===== config.mk =====
export PLATFORM = sky130hd
export DESIGN_NAME = sine_cosine_polynomial_q14_core
export DESIGN_NICKNAME = d
export VERILOG_FILES = /design/src/rtl/core/scpq14_pkg.sv /design/src/rtl/core/sine_cosine_polynomial_q14_core.sv
export SDC_FILE = /design/constraint.sdc
export NUM_CORES = 2
export LEC_CHECK = 0
export ABC_AREA = 1
export BUFFER_PORTS_ARGS = -buffer_cell sky130_fd_sc_hd__buf_2
export CAP_MARGIN = 10
export CORE_ASPECT_RATIO = 1.25
export CORE_MARGIN = 1.5
export CORE_UTILIZATION = 45
export DETAILED_ROUTE_END_ITERATION = 16
export PLACE_DENSITY = 0.67
export RECOVER_POWER = 50
export SYNTH_ARGS = -nofsm -noshare
export SYNTH_HDL_FRONTEND = slang
export SYNTH_SLANG_ARGS = --single-unit

===== constraint.sdc =====
create_clock -name aclk -period 8.1 [get_ports aclk]
set_input_delay 1.215 -clock aclk [delete_from_list [all_inputs] [get_ports aclk]]
set_output_delay 1.215 -clock aclk [all_outputs]
set_load 0.01 [all_outputs]

===== src/rtl/core/scpq14_pkg.sv =====
package scpq14_pkg;

    // Sign-magnitude word: bit 15 sign, bits 14..0 magnitude, 14 fraction bits.
    typedef logic [15:0] sm_t;

    localparam int unsigned SmWidth  = 16;
    localparam int unsigned MagWidth = 15;
    localparam int unsigned FracBits = 14;

    // Configuration register indexes.
    localparam logic [2:0] REG_COEF_ONE         = 3'd0;
    localparam logic [2:0] REG_COEF_SIN_THIRD   = 3'd1;
    localparam logic [2:0] REG_COEF_SIN_FIFTH   = 3'd2;
    localparam logic [2:0] REG_COEF_SIN_SEVENTH = 3'd3;
    localparam logic [2:0] REG_COEF_COS_SECOND  = 3'd4;
    localparam logic [2:0] REG_COEF_COS_FOURTH  = 3'd5;
    localparam logic [2:0] REG_COEF_COS_SIXTH   = 3'd6;

    // Coefficient values after reset.
    localparam sm_t RST_COEF_ONE         = 16'h4000;
    localparam sm_t RST_COEF_SIN_THIRD   = 16'h8AAB;
    localparam sm_t RST_COEF_SIN_FIFTH   = 16'h0089;
    localparam sm_t RST_COEF_SIN_SEVENTH = 16'h8003;
    localparam sm_t RST_COEF_COS_SECOND  = 16'hA000;
    localparam sm_t RST_COEF_COS_FOURTH  = 16'h02AB;
    localparam sm_t RST_COEF_COS_SIXTH   = 16'h8017;

    // Magnitude product shifted right by the fraction width, wrapped to 15 bits.
    function automatic sm_t sm_mul(input sm_t a, input sm_t b);
        logic [2*MagWidth-1:0] prod;
        prod = a[MagWidth-1:0] * b[MagWidth-1:0];
        return {a[SmWidth-1] ^ b[SmWidth-1], prod[FracBits+MagWidth-1:FracBits]};
    endfunction

    // Sign-magnitude add; a tie of opposite signs takes the sign of b.
    function automatic sm_t sm_add(input sm_t a, input sm_t b);
        logic [MagWidth:0] sum;
        logic              sign;
        if (a[SmWidth-1] == b[SmWidth-1]) begin
            sum  = {1'b0, a[MagWidth-1:0]} + {1'b0, b[MagWidth-1:0]};
            sign = a[SmWidth-1];
        end else if (a[MagWidth-1:0] > b[MagWidth-1:0]) begin
            sum  = {1'b0, a[MagWidth-1:0]} - {1'b0, b[MagWidth-1:0]};
            sign = a[SmWidth-1];
        end else begin
            sum  = {1'b0, b[MagWidth-1:0]} - {1'b0, a[MagWidth-1:0]};
            sign = b[SmWidth-1];
        end
        return {sign, sum[MagWidth-1:0]};
    endfunction

endpackage


===== src/rtl/core/sine_cosine_polynomial_q14_core.sv =====
// Channel  | Direction | Payload
// s_       | in        | tdata[15:0] angle
// m_       | out       | tdata[15:0] sine_value, tdata[31:16] cosine_value
// cfg_     | in        | cfg_index selects coefficient 0..6, cfg_wdata[15:0]
//
// Five register stages: the first squares the angle, the next three multiply in
// both the sine and cosine chains, and the last multiplies only the sine. One
// item is accepted every cycle while the output is not stalled.
// Each stage holds its item while the stage after it is full and stalled, so
// bubbles are squeezed out and nothing is lost or repeated.
// Reset (synchronous, active low) empties the pipeline and restores the
// default coefficients.
module sine_cosine_polynomial_q14_core (
    input  logic                    aclk,
    input  logic                    aresetn,
    input  logic                    s_tvalid,
    output logic                    s_tready,
    input  scpq14_pkg::sm_t         s_tdata,     // [15:0] angle
    output logic                    m_tvalid,
    input  logic                    m_tready,
    output logic [31:0]             m_tdata,     // [15:0] sine_value, [31:16] cosine_value
    input  logic                    cfg_wr_en,
    input  logic [2:0]              cfg_index,
    input  logic [15:0]             cfg_wdata
);
    import scpq14_pkg::*;

    localparam int unsigned NumStages = 5;

    sm_t coef_one_reg, coef_s3_reg, coef_s5_reg, coef_s7_reg;
    sm_t coef_c2_reg, coef_c4_reg, coef_c6_reg;

    logic [NumStages-1:0] valid_reg;
    logic [NumStages-1:0] rdy;

    // Stage payloads.
    sm_t x1_reg, xsq1_reg;
    sm_t x2_reg, xsq2_reg, sin2_reg, cos2_reg;
    sm_t x3_reg, xsq3_reg, sin3_reg, cos3_reg;
    sm_t x4_reg, sin4_reg, cos4_reg;
    sm_t sin5_reg, cos5_reg;

    sm_t xsq1_next, sin2_next, cos2_next, sin3_next, cos3_next;
    sm_t sin4_next, cos4_next, sin5_next, cos5_next;

    always_ff @(posedge aclk) begin
        if (!aresetn) begin
            coef_one_reg <= RST_COEF_ONE;
            coef_s3_reg  <= RST_COEF_SIN_THIRD;
            coef_s5_reg  <= RST_COEF_SIN_FIFTH;
            coef_s7_reg  <= RST_COEF_SIN_SEVENTH;
            coef_c2_reg  <= RST_COEF_COS_SECOND;
            coef_c4_reg  <= RST_COEF_COS_FOURTH;
            coef_c6_reg  <= RST_COEF_COS_SIXTH;
        end else if (cfg_wr_en) begin
            unique case (cfg_index)
                REG_COEF_ONE:         coef_one_reg <= cfg_wdata;
                REG_COEF_SIN_THIRD:   coef_s3_reg  <= cfg_wdata;
                REG_COEF_SIN_FIFTH:   coef_s5_reg  <= cfg_wdata;
                REG_COEF_SIN_SEVENTH: coef_s7_reg  <= cfg_wdata;
                REG_COEF_COS_SECOND:  coef_c2_reg  <= cfg_wdata;
                REG_COEF_COS_FOURTH:  coef_c4_reg  <= cfg_wdata;
                REG_COEF_COS_SIXTH:   coef_c6_reg  <= cfg_wdata;
                default: ;
            endcase
        end
    end

    // A stage can load when it is empty or its item moves on this cycle.
    always_comb begin
        rdy[NumStages-1] = !valid_reg[NumStages-1] || m_tready;
        for (int k = NumStages - 2; k >= 0; k--) begin
            rdy[k] = !valid_reg[k] || rdy[k+1];
        end
    end

    assign s_tready = rdy[0];

    always_comb begin
        xsq1_next = sm_mul(s_tdata, s_tdata);
        sin2_next = sm_mul(coef_s7_reg, xsq1_reg);
        cos2_next = sm_mul(coef_c6_reg, xsq1_reg);
        sin3_next = sm_mul(sm_add(sin2_reg, coef_s5_reg), xsq2_reg);
        cos3_next = sm_mul(sm_add(cos2_reg, coef_c4_reg), xsq2_reg);
        sin4_next = sm_mul(sm_add(sin3_reg, coef_s3_reg), xsq3_reg);
        cos4_next = sm_mul(sm_add(cos3_reg, coef_c2_reg), xsq3_reg);
        sin5_next = sm_mul(sm_add(sin4_reg, coef_one_reg), x4_reg);
        cos5_next = sm_add(cos4_reg, coef_one_reg);
    end

    always_ff @(posedge aclk) begin
        if (!aresetn) begin
            valid_reg <= '0;
        end else begin
            if (rdy[0]) valid_reg[0] <= s_tvalid;
            for (int k = 1; k < NumStages; k++) begin
                if (rdy[k]) valid_reg[k] <= valid_reg[k-1];
            end
        end
    end

    always_ff @(posedge aclk) begin
        if (rdy[0] && s_tvalid) begin
            x1_reg   <= s_tdata;
            xsq1_reg <= xsq1_next;
        end
        if (rdy[1] && valid_reg[0]) begin
            x2_reg   <= x1_reg;
            xsq2_reg <= xsq1_reg;
            sin2_reg <= sin2_next;
            cos2_reg <= cos2_next;
        end
        if (rdy[2] && valid_reg[1]) begin
            x3_reg   <= x2_reg;
            xsq3_reg <= xsq2_reg;
            sin3_reg <= sin3_next;
            cos3_reg <= cos3_next;
        end
        if (rdy[3] && valid_reg[2]) begin
            x4_reg   <= x3_reg;
            sin4_reg <= sin4_next;
            cos4_reg <= cos4_next;
        end
        if (rdy[4] && valid_reg[3]) begin
            sin5_reg <= sin5_next;
            cos5_reg <= cos5_next;
        end
    end

    assign m_tvalid = valid_reg[NumStages-1];
    assign m_tdata  = {cos5_reg, sin5_reg};

    // An accepted item always lands in the first stage.
    assert property (@(posedge aclk) disable iff (!aresetn)
        s_tvalid && s_tready |=> valid_reg[0])
        else $error("accepted item missing from first stage");

    // Input back-pressure only happens with every stage full.
    assert property (@(posedge aclk) disable iff (!aresetn)
        !s_tready |-> &valid_reg)
        else $error("input stalled while a stage is empty");

    // A held item in a middle stage is not dropped.
    assert property (@(posedge aclk) disable iff (!aresetn)
        valid_reg[2] && !rdy[3] |=> valid_reg[2] && $stable(sin3_reg) && $stable(cos3_reg))
        else $error("stalled stage item lost or changed");

    // With the output taken, the stage before always drains into it.
    assert property (@(posedge aclk) disable iff (!aresetn)
        valid_reg[3] && m_tready |=> m_tvalid)
        else $error("item did not advance to output stage");

endmodule


Word-level counts from Yosys, hierarchy flattened
Cells that the tools add are included.
Word-level totals
  register bits: 354
  bits of input ports: 40
  output and inout port bits: 34
  logic and storage cells: 119
Cells by class
  add/sub/neg operators: 18
  $mul: 8
  magnitude comparators: 6
  equal/unequal tests: 12
  mux-type cells: 24
  bitwise operators: 1
  reduce and logical (&&, ||, !) cells: 23
Operators with widths (count)
  $mul A15 B15 Y29: 8
  $mux W15: 12
  $sub A15 B15 Y15: 12
  $add A15 B15 Y15: 6
  $gt A15 B15 Y1: 6
  $reduce_and A2 Y1: 7
  $mux W1: 12
  $eq A3 B3 Y1 const B: 3
  $eq A1 B1 Y1: 6
  $eq A3 B2 Y1 const B: 2
  $logic_and A1 B1 Y1: 5
  $logic_not A1 Y1: 5
  $logic_or A1 B1 Y1: 5
  $eq A3 B1 Y1 const B: 1
  $logic_not A3 Y1: 1
  $xor A1 B1 Y1: 1

Logic depth before layout (Yosys ltp)
  depth in word-level cells: 7
  gate-level depth with buffers: 41

Worst setup path before layout
No wires, ideal clock.
  path kind: register to register
  from: register coef_one_reg[1]
  to: register sin5_reg[11] (data pin)
  data arrival time: 6.923 ns
  slack: 0.924 ns
  cell stages (with the launch flop): 38
  buffers on the path: 0
  period minus slack after synthesis: 7.176 ns
  path through: dfxtp_1 inv_1 ha_1 inv_1 a21oi_1 o21ai_0 nand2_1 nand2_1 nand2_1 nand2_1 nand2_1 nand2_1 nand2_1 nand2_1 nand2_1 o21ai_2 xor2_2 nand2_1 (+2 left out) inv_1 fa_1 inv_1 fa_1 inv_1 fa_1 inv_1 fa_1 inv_1 ha_1 a21oi_1 o21ai_0 nand2_1 nand2_1 a2111oi_0 nand2_1 nand2_1 nand2_1
On the way
  word-level cells in the longest chain between the ends: 4
  elaborated cells between the ends (all ways): 7
  classes of those cells: 3 x add/sub; 1 x mul; 1 x order compare; 2 x mux
Ends and longest elaborated chain
  start: declaration: line sine_cosine_polynomial_q14_core.sv:30  | sm_t coef_one_reg, coef_s3_reg, coef_s5_reg, coef_s7_reg;
  start signal: assignment: line sine_cosine_polynomial_q14_core.sv:57  | REG_COEF_ONE: coef_one_reg <= cfg_wdata;
  $sub A15 B15 Y15, or another cell as far along: line scpq14_pkg.sv:46  | sum = {1'b0, b[MagWidth-1:0]} - {1'b0, a[MagWidth-1:0]};
  $mux W15: line scpq14_pkg.sv:42  | end else if (a[MagWidth-1:0] > b[MagWidth-1:0]) begin
  $mux W15 *: line scpq14_pkg.sv:39  | if (a[SmWidth-1] == b[SmWidth-1]) begin
  $mul A15 B15 Y29 *: line scpq14_pkg.sv:31  | prod = a[MagWidth-1:0] * b[MagWidth-1:0];
  net sin5_next[11]: line sine_cosine_polynomial_q14_core.sv:44  | sm_t sin4_next, cos4_next, sin5_next, cos5_next;
  end signal: assignment: line sine_cosine_polynomial_q14_core.sv:125  | sin5_reg <= sin5_next;
  end: declaration: line sine_cosine_polynomial_q14_core.sv:41  | sm_t sin5_reg, cos5_reg;
The timed path passes the listed nets; every way through them passes the cells marked *.
A chain may end at the register's enable or synchronous reset.

Final worst setup path
  from: register cos2_reg[3]
  to: register cos3_reg[10] (data pin)
On the way
  word-level cells in the longest chain between the ends: 4
  elaborated cells between the ends (all ways): 7
  classes of those cells: 3 x add/sub; 1 x mul; 1 x order compare; 2 x mux
Ends and longest elaborated chain
  start: declaration: line sine_cosine_polynomial_q14_core.sv:38  | sm_t x2_reg, xsq2_reg, sin2_reg, cos2_reg;
  start signal: assignment: line sine_cosine_polynomial_q14_core.sv:111  | cos2_reg <= cos2_next;
  $sub A15 B15 Y15, or another cell as far along: line scpq14_pkg.sv:46
  $mux W15: line scpq14_pkg.sv:42
  $mux W15 *: line scpq14_pkg.sv:39
  $mul A15 B15 Y29 *: line scpq14_pkg.sv:31
  net cos3_next[10]: line sine_cosine_polynomial_q14_core.sv:43  | sm_t xsq1_next, sin2_next, cos2_next, sin3_next, cos3_next;
  end signal: assignment: line sine_cosine_polynomial_q14_core.sv:117  | cos3_reg <= cos3_next;
  end: declaration: line sine_cosine_polynomial_q14_core.sv:39  | sm_t x3_reg, xsq3_reg, sin3_reg, cos3_reg;
Marks and branches as above.

==> impl_metrics.sql <==
INSERT INTO impl_metrics (metric_group, metric, value, unit) VALUES
('place', 'io_buffer_count', '73', ''),
('sta', 'final_hold_slack', '0.375', 'ns'),
('finish', 'nNetsFinal', '12900', ''),
('sta', 'final_period_minus_worst_setup_slack', '7.75', 'ns'),
('clock_tree', 'number_of_cts_inserted_buffers', '46', ''),
('place', 'detailed_place.area', '0.0864', 'mm2'),
('synth', 'yosys_register_bits', '354', ''),
('synth', 'netlist_instances', '10400', ''),
('floorplan', 'core_region_area', '0.180', 'mm2'),
('sta', 'fin_setup_tns', '0', 'ns'),
('clock_tree', 'htree_num_levels', '2', ''),
('floorplan', 'dieWidth', '383', 'um'),
('global_route', 'vias_in_the_first_global_route', '73400', ''),
('synth', 'synth_edf_count', '237', ''),
('synth', 'mappedNetlistNets', '12700', ''),
('finish', 'post-route-cell-area', '0.0883', 'mm2'),
('global_route', 'global_route.usage.total', '0.292', ''),
('synth', 'synth_area', '0.0813', 'mm2'),
('finish', 'post_route_cells_drive_above_1_share', '0.0696', ''),
('synth', 'postSynthAreaPerCell', '7.84', 'um2'),
('finish', 'layout.area.seq', '0.00947', 'mm2'),
('clock_tree', 'tritoncts_num_sinks', '354', ''),
('routing', 'route.detailed.wl_per_inst', '20.4', 'um'),
('place', 'dp_hpwl', '221000', 'um'),
('floorplan', 'std_cell_rows', '174', ''),
('place', 'globalplace.congestion', '0.996', ''),
('run_status', 'violations', 'capacitance limit, slew limit', ''),
('setup_path', 'cp_slowest_cell', 'fa_1', ''),
('setup_path', 'critical-path-max-stage-delay', '0.54', 'ns'),
('finish', 'area_growth_syn_to_layout', '8.68', '%'),
('job', 'max_cap_viol_count', '10', ''),
('routing', 'detail_route.wirelength', '265000', 'um'),
('setup_path', 'cp_data_arrival_time', '8.15', 'ns'),
('synth', 'synth_top_flop_cell', 'edfxtp_1', ''),
('sta', 'fin_skew', '0.0498', 'ns'),
('sta', 'report.final.slew_viol_count', '413', ''),
('finish', 'multi_input_comb_area', '0.0619', 'mm2'),
('finish', 'post_layout_instance_count_excluding_filler_cells', '13000', ''),
('setup_path', 'timing.critical_path.from_type', 'register', ''),
('sta', 'worstMarginPinSlew', '4.33', 'ns'),
('clock_tree', 'insertion_delay', '0.68', 'ns'),
('finish', 'layout_commonest_cell', 'inv_1', ''),
('sta', 'max_freq', '129', 'MHz'),
('routing', 'drt-vias-per-instance', '5.31', ''),
('setup_path', 'critical_path_buf_inv_count', '7', ''),
('clock_tree', 'holdBufCountCts', '0', ''),
('routing', 'drc_errors', '0', ''),
('setup_path', 'crit_path_max_fanout', '9', ''),
('setup_path', 'timing.critical_path.max_delay_family', 'adder cells', ''),
('setup_path', 'setup.worst_path.end_class', 'register', ''),
('finish', 'final_cell_mix', '2327 x inv_1, 2166 x nand2_1, 1310 x fa_1, 1027 x nor2_1, 910 x ha_1', ''),
('setup_path', 'required_time_of_the_critical_path', '8.49', 'ns'),
('sta', 'post-route-period-util', '0.957', ''),
('place', 'dp_cells', '12900', ''),
('sta', 'report.final.setup_viol', '0', ''),
('routing', 'final_antenna_net_count', '0', ''),
('sta', 'report.final.hold_viol_count', '0', ''),
('floorplan', 'floorplan.die_area', '0.183', 'mm2'),
('clock_tree', 'max-clock-path-buffers', '3', ''),
('clock_tree', 'cts.reportedPaths.clkPinSlew', '0.08', 'ns'),
('routing', 'first_pass_iters', '6', ''),
('global_route', 'antenna_found_initial', '11', ''),
('global_route', 'grt_start_max_net_pins', '66', ''),
('run_status', 'run_status', 'finished, violations left', ''),
('floorplan', 'floorplan.initialDensity', '0.453', ''),
('hold_path', 'hp-class', 'reg2reg', ''),
('setup_path', 'most_used_cell_along_the_critical_path', 'nand2_1', ''),
('clock_tree', 'clock_tree_from_tritoncts', 'yes', ''),
('clock_tree', 'clockRootBuffer', 'clkbuf_16', ''),
('synth', 'synth-seq-area-share', '0.116', ''),
('global_route', 'grt_first_pass_wirelength', '412000', 'um'),
('floorplan', 'die_height', '478', 'um'),
('setup_path', 'path_class', 'reg2reg', ''),
('synth', 'yosysWarnings', '0', ''),
('sta', 'slew_headroom', '-1.88', ''),
('synth', 'async_reset_ff_frac', '0', ''),
('finish', 'fillerInstances', '17500', ''),
('global_route', 'grt_overflow_total', '0', ''),
('floorplan', 'design.portCount', '74', ''),
('synth', 'yosys.cell_types.count', '65', ''),
('routing', 'drt_iter0_drc', '4635', ''),
('routing', 'routed-via-count', '68900', '');
==> repair_timing <==
item | in CTS | in global routing
endpoints found under the hold margin | 0 | 0
buffers inserted | 0 | 3
resized for setup | 0 | 133
endpoints found under the setup margin | 0 | 64
==> worst reg2reg max path: cells and delay by family, from the launching register on <==
kind                     cells  cell delay, ns
AO/OA/AOI/OAI                5            1.12
AND/OR/NAND/NOR             13            1.18
adder cells (fa/ha/maj)      8            3.70
buffers and inverters        7            0.76
flip-flops                   1            0.44
XOR/XNOR                     1            0.29
==> worst paths after layout <==
path	start	end	slack (ns)	depth (start not counted)
worst min-delay path	x2_reg[6]	x3_reg[6]	0.38	0
worst max register to register	cos2_reg[3]	cos3_reg[10]	0.35	34
worst max-delay path	cos2_reg[3]	cos3_reg[10]	0.35	34
worst min register to register	x2_reg[6]	x3_reg[6]	0.38	0
==> logic make-up after synthesis <==
kind of cell    Yosys count  synth area share
compound gates         1133            0.0792
xor+xnor                263            0.0308
fa+ha+maj              2260             0.469
buf+inv                2733             0.129
flops                   354             0.116
mux                       2          0.000246
simple gates           3616             0.176
==> routing by layer <==
metal,global-route usage,share of wire
met4,0.170,0.069
met1,0.340,0.38
met3,0.0331,0.058
met5,0,0.00025
met2,0.516,0.49
==> Yosys cell counts (all sizes together) (39+ instances only) <==
cell       n  share of area
dfxtp    117          0.029
edfxtp   237          0.088
ha       950           0.15
nor3      83         0.0052
a21oi    541          0.033
xnor2     48         0.0054
nand2   2195           0.10
clkbuf   223          0.010
nand4     48         0.0038
inv     2396           0.11
buf       86         0.0062
a21o      39         0.0036
fa      1310           0.32
nor2    1052          0.049
xor2     215          0.025
o21ai    339          0.021
nand3    201          0.012
==> layout make-up <==
class / count / area share
antenna: 4 / 0.000113
tap: 2376 / 0.0337
inverter: 2424 / 0.103
multi-input combinational: 7274 / 0.701
clock inverter: 30 / 0.00392
timing repair buffer: 471 / 0.0371
clock buffer: 55 / 0.0140
sequential: 354 / 0.107
==> stage by stage <==
stage / utilization / worst slack [ns]
floorplan: - / 0.924
global placement: 0.481 / 0.0838
detailed placement: 0.481 / 0.00442
CTS: 0.490 / 0.0106
global route: 0.492 / -0.0266
finish: 0.492 / 0.346
Power is not shown: default switching activity piles up to over one toggle a cycle in this logic, so the estimate is an artifact.
